===== src/rtl/core/psbe_pkg.sv =====
// Shared widths, codes, types and helpers for the palette blit engine.
// No dependencies.
package psbe_pkg;

  localparam int ADDR_W     = 32;
  localparam int DIM_W      = 12;
  localparam int DIMREG_W   = 13;
  localparam int PITCH_W    = 16;
  localparam int PIX_W      = 8;
  localparam int ZOOM_W     = 3;
  localparam int TAB_AW     = 8;
  localparam int TAB_DEPTH  = 256;
  localparam int CFG_IDX_W  = 3;
  localparam int CFG_DATA_W = 32;

  localparam logic [DIMREG_W-1:0] DIM_MAX = DIMREG_W'(1) << DIM_W;

  typedef enum logic [1:0] {
    MODE_PLAIN = 2'd0,
    MODE_REMAP = 2'd1,
    MODE_SHADE = 2'd2,
    MODE_BLACK = 2'd3
  } blend_mode_t;

  typedef enum logic {
    OP_LOAD  = 1'b0,
    OP_PIXEL = 1'b1
  } opcode_t;

  typedef enum logic [CFG_IDX_W-1:0] {
    CFG_BLEND_MODE   = 3'd0,
    CFG_BLIT_WIDTH   = 3'd1,
    CFG_BLIT_HEIGHT  = 3'd2,
    CFG_DEST_PITCH   = 3'd3,
    CFG_DEST_BASE    = 3'd4,
    CFG_SOURCE_BASE  = 3'd5,
    CFG_SRC_ROW_W    = 3'd6,
    CFG_ZOOM_SHIFT   = 3'd7
  } cfg_idx_t;

  typedef struct packed {
    logic [DIMREG_W-1:0] width;
    logic [DIMREG_W-1:0] height;
    logic [PITCH_W-1:0]  dest_pitch;
    logic [ADDR_W-1:0]   dest_base;
    logic [ADDR_W-1:0]   source_base;
    logic [PITCH_W-1:0]  src_row_width;
    logic [ZOOM_W-1:0]   zoom;
  } raster_cfg_t;

  typedef struct packed {
    logic [ADDR_W-1:0] dest_addr;
    logic [ADDR_W-1:0] src_off;
    logic              last;
  } pix_pos_t;

  typedef struct packed {
    blend_mode_t      mode;
    logic [PIX_W-1:0] src;
  } pix_ctl_t;

  // Zero acts as one, oversize clamps to the counter range.
  function automatic logic [DIM_W-1:0] last_index(input logic [DIMREG_W-1:0] dim);
    logic [DIM_W-1:0] res;
    if (dim == '0) begin
      res = '0;
    end else if (dim > DIM_MAX) begin
      res = '1;
    end else begin
      res = DIM_W'(dim - DIMREG_W'(1));
    end
    return res;
  endfunction

endpackage


===== src/rtl/core/psbe_remap_ram.sv =====
// 256 x 8 remap table, one write and one registered read port.
// Depends on psbe_pkg.
module psbe_remap_ram
  import psbe_pkg::*;
(
  input  logic              clk,
  input  logic              wr_en,
  input  logic [TAB_AW-1:0] wr_addr,
  input  logic [PIX_W-1:0]  wr_data,
  input  logic              rd_en,
  input  logic [TAB_AW-1:0] rd_addr,
  output logic [PIX_W-1:0]  rd_data
);

  logic [PIX_W-1:0] mem [TAB_DEPTH];

  always_ff @(posedge clk) begin
    if (wr_en) begin
      mem[wr_addr] <= wr_data;
    end
  end

  always_ff @(posedge clk) begin
    if (rd_en) begin
      rd_data <= mem[rd_addr];
    end
  end

endmodule


===== src/rtl/core/psbe_raster.sv =====
// Raster counters: column/row count and destination/source address walk.
// Depends on psbe_pkg.
module psbe_raster
  import psbe_pkg::*;
(
  input  logic        clk,
  input  logic        rst,
  input  raster_cfg_t cfg,
  input  logic        step,
  output pix_pos_t    pos
);

  logic [DIM_W-1:0]  col;
  logic [DIM_W-1:0]  row;
  logic [ADDR_W-1:0] dest_row;
  logic [ADDR_W-1:0] src_row;
  logic [ADDR_W-1:0] dest_pix;
  logic [ADDR_W-1:0] src_pix;

  logic              start;
  logic              last_col;
  logic              last_row;
  logic [ADDR_W-1:0] d_row;
  logic [ADDR_W-1:0] s_row;
  logic [ADDR_W-1:0] d_pix;
  logic [ADDR_W-1:0] s_pix;
  logic [ADDR_W-1:0] src_stride;
  logic [ADDR_W-1:0] src_step;
  logic [ADDR_W-1:0] d_row_next;
  logic [ADDR_W-1:0] s_row_next;

  always_comb begin
    start      = (col == '0) && (row == '0);
    d_row      = start ? cfg.dest_base   : dest_row;
    s_row      = start ? cfg.source_base : src_row;
    d_pix      = start ? cfg.dest_base   : dest_pix;
    s_pix      = start ? cfg.source_base : src_pix;
    last_col   = col >= last_index(cfg.width);
    last_row   = row >= last_index(cfg.height);
    src_stride = ADDR_W'(cfg.src_row_width) << cfg.zoom;
    src_step   = ADDR_W'(1) << cfg.zoom;
    d_row_next = d_row + ADDR_W'(cfg.dest_pitch);
    s_row_next = s_row + src_stride;
  end

  assign pos.dest_addr = d_pix;
  assign pos.src_off   = s_pix;
  assign pos.last      = last_col && last_row;

  always_ff @(posedge clk) begin
    if (rst) begin
      col      <= '0;
      row      <= '0;
      dest_row <= '0;
      src_row  <= '0;
      dest_pix <= '0;
      src_pix  <= '0;
    end else if (step) begin
      if (last_col) begin
        col <= '0;
        if (last_row) begin
          row <= '0;
        end else begin
          row      <= row + DIM_W'(1);
          dest_row <= d_row_next;
          src_row  <= s_row_next;
          dest_pix <= d_row_next;
          src_pix  <= s_row_next;
        end
      end else begin
        col      <= col + DIM_W'(1);
        dest_row <= d_row;
        src_row  <= s_row;
        dest_pix <= d_pix + ADDR_W'(1);
        src_pix  <= s_pix + src_step;
      end
    end
  end

endmodule


===== src/rtl/core/psbe_blend.sv =====
// Lookup stage and output register: waits on the remap read, applies the
// blend mode and holds the result item. Depends on psbe_pkg.
module psbe_blend
  import psbe_pkg::*;
(
  input  logic              clk,
  input  logic              rst,
  input  logic              take,
  input  pix_pos_t          pos_in,
  input  pix_ctl_t          ctl_in,
  input  logic [PIX_W-1:0]  ram_data,
  output logic              stage_ready,
  output logic              out_valid,
  input  logic              out_ready,
  output logic [ADDR_W-1:0] dest_address,
  output logic [ADDR_W-1:0] source_offset,
  output logic              write_enable,
  output logic [PIX_W-1:0]  write_data,
  output logic              last_pixel
);

  logic             s1_valid;
  pix_pos_t         s1_pos;
  pix_ctl_t         s1_ctl;
  logic             adv;
  logic             src_nz;
  logic [PIX_W-1:0] colour;
  logic             we_next;
  logic [PIX_W-1:0] wd_next;

  assign adv         = !out_valid || out_ready;
  assign stage_ready = !s1_valid || adv;

  always_comb begin
    src_nz = s1_ctl.src != '0;
    unique case (s1_ctl.mode)
      MODE_PLAIN: colour = s1_ctl.src;
      MODE_REMAP: colour = ram_data;
      MODE_SHADE: colour = src_nz ? ram_data : '0;
      MODE_BLACK: colour = '0;
      default:    colour = '0;
    endcase
    if (s1_ctl.mode == MODE_BLACK) begin
      we_next = src_nz;
      wd_next = '0;
    end else begin
      we_next = colour != '0;
      wd_next = colour;
    end
  end

  always_ff @(posedge clk) begin
    if (rst) begin
      s1_valid  <= 1'b0;
      out_valid <= 1'b0;
    end else begin
      if (stage_ready) begin
        s1_valid <= take;
      end
      if (adv) begin
        out_valid <= s1_valid;
      end
    end
  end

  always_ff @(posedge clk) begin
    if (stage_ready && take) begin
      s1_pos <= pos_in;
      s1_ctl <= ctl_in;
    end
    if (adv && s1_valid) begin
      dest_address  <= s1_pos.dest_addr;
      source_offset <= s1_pos.src_off;
      last_pixel    <= s1_pos.last;
      write_enable  <= we_next;
      write_data    <= wd_next;
    end
  end

endmodule


===== src/rtl/core/palette_sprite_blit_engine_core.sv =====
// Palette sprite blit engine top level: configuration registers, raster
// counters, remap RAM and blend/output stage. Depends on psbe_pkg.
//
// Takes one item per clock while in_ready is high. A load item writes one remap
// entry and gives no result; a pixel item gives one result, registered first
// in the lookup stage together with the synchronous remap RAM read, then in
// the output register. While a result waits, the lookup stage can still take
// one more pixel item; after that the input stalls until the result is taken,
// and in_ready follows out_ready in the same cycle.
// The remap table has no reset and needs no clearing pass; every entry
// read must have been loaded first. Counters restart after the last pixel.
module palette_sprite_blit_engine_core
  import psbe_pkg::*;
(
  input  logic                  clk,
  input  logic                  rst,
  input  logic                  cfg_wr_en,
  input  logic [CFG_IDX_W-1:0]  cfg_index,
  input  logic [CFG_DATA_W-1:0] cfg_wr_data,
  input  logic                  in_valid,
  output logic                  in_ready,
  input  logic                  opcode,
  input  logic [PIX_W-1:0]      table_index,
  input  logic [PIX_W-1:0]      table_value,
  input  logic [PIX_W-1:0]      source_pixel,
  input  logic [PIX_W-1:0]      dest_pixel,
  output logic                  out_valid,
  input  logic                  out_ready,
  output logic [ADDR_W-1:0]     dest_address,
  output logic [ADDR_W-1:0]     source_offset,
  output logic                  write_enable,
  output logic [PIX_W-1:0]      write_data,
  output logic                  last_pixel
);

  blend_mode_t      blend_mode;
  raster_cfg_t      rcfg;
  logic             accept;
  logic             pix_take;
  logic             load;
  logic             stage_ready;
  pix_pos_t         pos;
  pix_ctl_t         ctl;
  logic [PIX_W-1:0] ram_data;
  logic [PIX_W-1:0] rd_addr;

  always_ff @(posedge clk) begin
    if (rst) begin
      blend_mode         <= MODE_PLAIN;
      rcfg.width         <= DIMREG_W'(1);
      rcfg.height        <= DIMREG_W'(1);
      rcfg.dest_pitch    <= PITCH_W'(1);
      rcfg.dest_base     <= '0;
      rcfg.source_base   <= '0;
      rcfg.src_row_width <= PITCH_W'(1);
      rcfg.zoom          <= '0;
    end else if (cfg_wr_en) begin
      unique case (cfg_idx_t'(cfg_index))
        CFG_BLEND_MODE:  blend_mode         <= blend_mode_t'(cfg_wr_data[1:0]);
        CFG_BLIT_WIDTH:  rcfg.width         <= cfg_wr_data[DIMREG_W-1:0];
        CFG_BLIT_HEIGHT: rcfg.height        <= cfg_wr_data[DIMREG_W-1:0];
        CFG_DEST_PITCH:  rcfg.dest_pitch    <= cfg_wr_data[PITCH_W-1:0];
        CFG_DEST_BASE:   rcfg.dest_base     <= cfg_wr_data[ADDR_W-1:0];
        CFG_SOURCE_BASE: rcfg.source_base   <= cfg_wr_data[ADDR_W-1:0];
        CFG_SRC_ROW_W:   rcfg.src_row_width <= cfg_wr_data[PITCH_W-1:0];
        CFG_ZOOM_SHIFT:  rcfg.zoom          <= cfg_wr_data[ZOOM_W-1:0];
        default: ;
      endcase
    end
  end

  assign in_ready = stage_ready;
  assign accept   = in_valid && in_ready;
  assign pix_take = accept && (opcode_t'(opcode) == OP_PIXEL);
  assign load     = accept && (opcode_t'(opcode) == OP_LOAD);
  assign rd_addr  = (blend_mode == MODE_SHADE) ? dest_pixel : source_pixel;

  assign ctl.mode = blend_mode;
  assign ctl.src  = source_pixel;

  psbe_raster u_raster (
    .clk  (clk),
    .rst  (rst),
    .cfg  (rcfg),
    .step (pix_take),
    .pos  (pos)
  );

  psbe_remap_ram u_ram (
    .clk     (clk),
    .wr_en   (load),
    .wr_addr (table_index),
    .wr_data (table_value),
    .rd_en   (pix_take),
    .rd_addr (rd_addr),
    .rd_data (ram_data)
  );

  psbe_blend u_blend (
    .clk           (clk),
    .rst           (rst),
    .take          (pix_take),
    .pos_in        (pos),
    .ctl_in        (ctl),
    .ram_data      (ram_data),
    .stage_ready   (stage_ready),
    .out_valid     (out_valid),
    .out_ready     (out_ready),
    .dest_address  (dest_address),
    .source_offset (source_offset),
    .write_enable  (write_enable),
    .write_data    (write_data),
    .last_pixel    (last_pixel)
  );

endmodule


===== config.mk =====
export PLATFORM = sky130hd
export DESIGN_NAME = palette_sprite_blit_engine_core
export DESIGN_NICKNAME = d
export VERILOG_FILES = /design/src/rtl/core/psbe_pkg.sv /design/src/rtl/core/psbe_remap_ram.sv /design/src/rtl/core/psbe_raster.sv /design/src/rtl/core/psbe_blend.sv /design/src/rtl/core/palette_sprite_blit_engine_core.sv
export SDC_FILE = /design/constraint.sdc
export NUM_CORES = 2
export LEC_CHECK = 0
export ABC_AREA = 1
export BUFFER_PORTS_ARGS = -buffer_cell sky130_fd_sc_hd__buf_4
export CELL_PAD_IN_SITES_DETAIL_PLACEMENT = 0
export CELL_PAD_IN_SITES_GLOBAL_PLACEMENT = 1
export CORE_ASPECT_RATIO = 0.8
export CORE_MARGIN = 3
export CORE_UTILIZATION = 52
export CTS_BUF_LIST = sky130_fd_sc_hd__clkbuf_2 sky130_fd_sc_hd__clkbuf_4 sky130_fd_sc_hd__clkbuf_8
export CTS_CLUSTER_DIAMETER = 150
export DETAILED_ROUTE_END_ITERATION = 10
export MAX_ROUTING_LAYER = met4
export PLACE_DENSITY_LB_ADDON = 0.1
export SYNTH_ARGS = -nofsm -noshare
export SYNTH_HDL_FRONTEND = slang
export SYNTH_SLANG_ARGS = --single-unit
export TNS_END_PERCENT = 5

===== constraint.sdc =====
create_clock -name clk -period 6 [get_ports clk]
set_input_delay 0.6 -clock clk [delete_from_list [all_inputs] [get_ports clk]]
set_output_delay 0.6 -clock clk [all_outputs]
set_load 0.05 [all_outputs]

==> flow_metrics.tcl <==
set metrics [dict create \
    met3_usage_pct 5.66 \
    synth_cell_type_count 55 \
    start_util_pct 52.6 \
    slew_headroom_pct 19.2 \
    postSynthAreaPerCell_sq_um 10.3 \
    ys_top_cells_by_area "edfxtp_1 (62%), nand2_1 (10%), nand3_1 (7.7%)" \
    max_freq_mhz 193 \
    slowest_stage "inv_6" \
    end_kind "flip-flop" \
    grt_pass1_vias 73300 \
    stdcell_count 13600 \
    synth_ff_type "edfxtp_1" \
    power_density_nw_per_um2 316 \
    drt_pass1_iterations 6 \
    period_share_pct 86.4 \
    wl_um 322000 \
    cts_tree "yes" \
    required_ns 6.86 \
    worstSetupPathType "reg2reg" \
    syn_area_sq_um 107000 \
    use_met2_pct 41.1 \
    synth_async_sr_flop_share_pct 0 \
    clock_sinks 2486 \
    setup_violations 0 \
    max-cap-violations 0 \
    dpl_worst_slack_ns 0.906 \
    grt_pass1_wl_um 478000 \
    synth_area_leader_cell "edfxtp_1" \
    vias_per_cell 5.82 \
    drc 0 \
    finalHoldViolations 0 \
    place_congestion 0.918 \
    design_power_total_mw 37.7 \
    io_buffers 148 \
    first_iter_violations 10100 \
    grtUsageTotal_pct 30.7 \
    gr-total-overflow 0 \
    die_area_sq_um 212000 \
    fin_skew_ns 0.0576 \
    rows 148 \
    holdBufCountCts 43 \
    seq_area_frac_synth_pct 66.8 \
    cts_buffers 392 \
    postPlaceCellArea_sq_um 111000 \
    p_leak_nw 44.4 \
    clkLatencyLatePin_ns 1.02 \
    crit_top_cell "nand2_1" \
    post-route-cell-area_sq_um 119000 \
    fin_nets 10700 \
    cp_max_fo 66 \
    synth_fp_nets 10600 \
    drive_above_1_share_pct 9.51 \
    synth_seq_cells 2486 \
    area_growth_pct 11.0 \
    grt_max_degree 169 \
    post-cts-setup-buffer-count 0 \
    startpoint_type "flip-flop" \
    ys.warnings.count 0 \
    hold_class "in2reg" \
    fp.dieH_um 413 \
    hpwl_um 195000 \
    coreArea_sq_um 204000 \
    status "finished, final reports clean" \
    use_met1_pct 47.9 \
    clockRootBuffer "clkbuf_8" \
    drv_slew 0 \
    clockBufferDepth 4 \
    htreeDepth 5 \
    die_w_um 514 \
    tns_ns 0 \
    syn_inst 10500 \
    avgRoutedWirePerCell_um 23.7 \
    busiest_layer "met1" \
    placed_cells 12800 \
    synth_top_area_share_pct 61.6 \
    tightest_slew_ns 1.21 \
    setup_ws_ns 0.815 \
    grt_setup_unrepaired "false" \
    ant_nets 0 \
    antenna_found_initial 19 \
    ioPinCount 149 \
    slowest_delay_ns 0.48 \
    num_vias 79100 \
    period_minus_slack_ns 5.18 \
    clkTransAtPathRegs_ns 0.06 \
    synth-edff-count 2205 \
    ctsResizeCount 0 \
    ir_drop_mv 0.212 \
    critical_path_arrival_ns 6.05 \
]
-- cells in the final DEF (no fill, tap or decap), drive strengths merged, types with 2 or more instances in the layout --
cell	instances
xor2	37
clkinvlp	5
nor3b	2
o31ai	2
nor2	1069
diode	8
nor3	30
nand3	1663
inv	433
edfxtp	2205
a21o	8
clkinv	145
a31o	3
dfxtp	281
dlygate4sd3	43
xnor2	10
bufinv	4
and3	3
o21a	4
a31oi	53
a211oi	2
nor4	5
mux2	7
ha	78
fa	3
and2	3
nand3b	11
mux2i	38
o211ai	23
a22oi	2
clkbuf	540
o21ai	703
nand2	2870
a21oi	174
nand4	57
buf	298
o21bai	17
or2	22
o22ai	33
-- cells by family (layout without fill, tap and decap cells) --
kind of cell / Yosys count / count (layout) / share of synthesized area (%)
buffers and inverters: 1035 / 1468 / 3.85
adders and majority gates: 81 / 81 / 0.964
and+or+nand+nor: 5736 / 5736 / 22.4
muxes: 45 / 45 / 0.427
other: 0 / 8 / 0
DFF: 2486 / 2486 / 66.8
AOI/OAI and AO/OA: 1026 / 1026 / 5.15
xor gates and xnor gates: 47 / 47 / 0.383
-- worst paths after layout --
| check | from | end | slack, ns | cells after the start |
|---|---|---|---|---|
| hold / removal | table_value[2] | u_ram.mem[92][2]$_DFFE_PP_ | 0.04 | 1 |
| setup / recovery | rcfg[112]$_SDFFE_PP1P_ | u_raster.src_row[19]$_SDFFE_PP0P_ | 0.82 | 25 |
| setup reg to reg | rcfg[112]$_SDFFE_PP1P_ | u_raster.src_row[19]$_SDFFE_PP0P_ | 0.82 | 25 |
| hold reg to reg | u_blend.s1_pos[51]$_DFFE_PP_ | u_blend.dest_address[18]$_DFFE_PP_ | 0.41 | 0 |
-- power by group --
part | switching, mW | total, mW | internal (mW)
combinational | 3.33 | 4.47 | 1.14
sequential | 0.107 | 19.2 | 19.1
clock | 6.76 | 14.1 | 7.30
-- through the flow --
stage / utilization, % / hold slack, ns
floorplan: - / 0.400
global placement: 54.5 / 0.401
detailed placement: 54.5 / 0.405
CTS: 58.3 / 0.0194
global route: 58.4 / 0.0326
finish: 58.4 / 0.0446
-- per-layer routing --
layer  part of all wire (%)  up-vias
li1                       -    36400
met4                    2.5        0
met1                     46    38500
met5                      0        -
met2                     41     3643
met3                    9.8      521
-- synthesized netlist by cell type (all sizes together) (10+ instances only) --
cell type  instances
dfxtp            281
edfxtp          2205
xnor2             10
o22ai             33
nor3              30
nand3b            11
mux2i             38
inv              426
o211ai            23
o21bai            17
nand4             57
a31oi             53
a21oi            174
buf              218
nor2            1069
or2               22
o21ai            703
xor2              37
nand3           1663
nand2           2870
clkbuf           387
ha                78
-- area by class of cell --
cell class                      count  area, sq um
Fill cell                       17500        85100
Sequential cell                  2486        71800
Inverter                          430         1650
Multi-Input combinational cell   6935        31700
Clock buffer                      540         6600
Tap cell                         2700         3380
Antenna cell                        8         20.0
Clock inverter                    157          882
Timing Repair Buffer              341         3290
-- sequential cells by signal, indices dropped and copies added (netlist names) --
| name | count |
|---|---|
| u_raster.src_pix | 32 |
| u_blend.out_valid | 1 |
| u_raster.src_row | 32 |
| u_raster.dest_pix | 32 |
| u_raster.col | 12 |
| u_raster.row | 12 |
| u_blend.write_enable | 1 |
| u_ram.rd_data | 8 |
| u_ram.mem | 2048 |
| u_blend.last_pixel | 1 |
| blend_mode | 2 |
| u_blend.s1_valid | 1 |
| u_blend.write_data | 8 |
| u_blend.source_offset | 32 |
| rcfg | 125 |
| u_blend.dest_address | 32 |
| u_raster.dest_row | 32 |
| u_blend.s1_ctl | 10 |
| u_blend.s1_pos | 65 |
-- critical path, delay by kind of cell (launching register included) --
family / cells / cell delay (ns)
AND/OR/NAND/NOR: 12 / 1.69
AO/OA/AOI/OAI: 6 / 1.32
buffers and inverters: 5 / 1.13
adder cells (fa/ha/maj): 2 / 0.47
flip-flops: 1 / 0.31
Note: power is estimated with default switching activity, not from simulation.
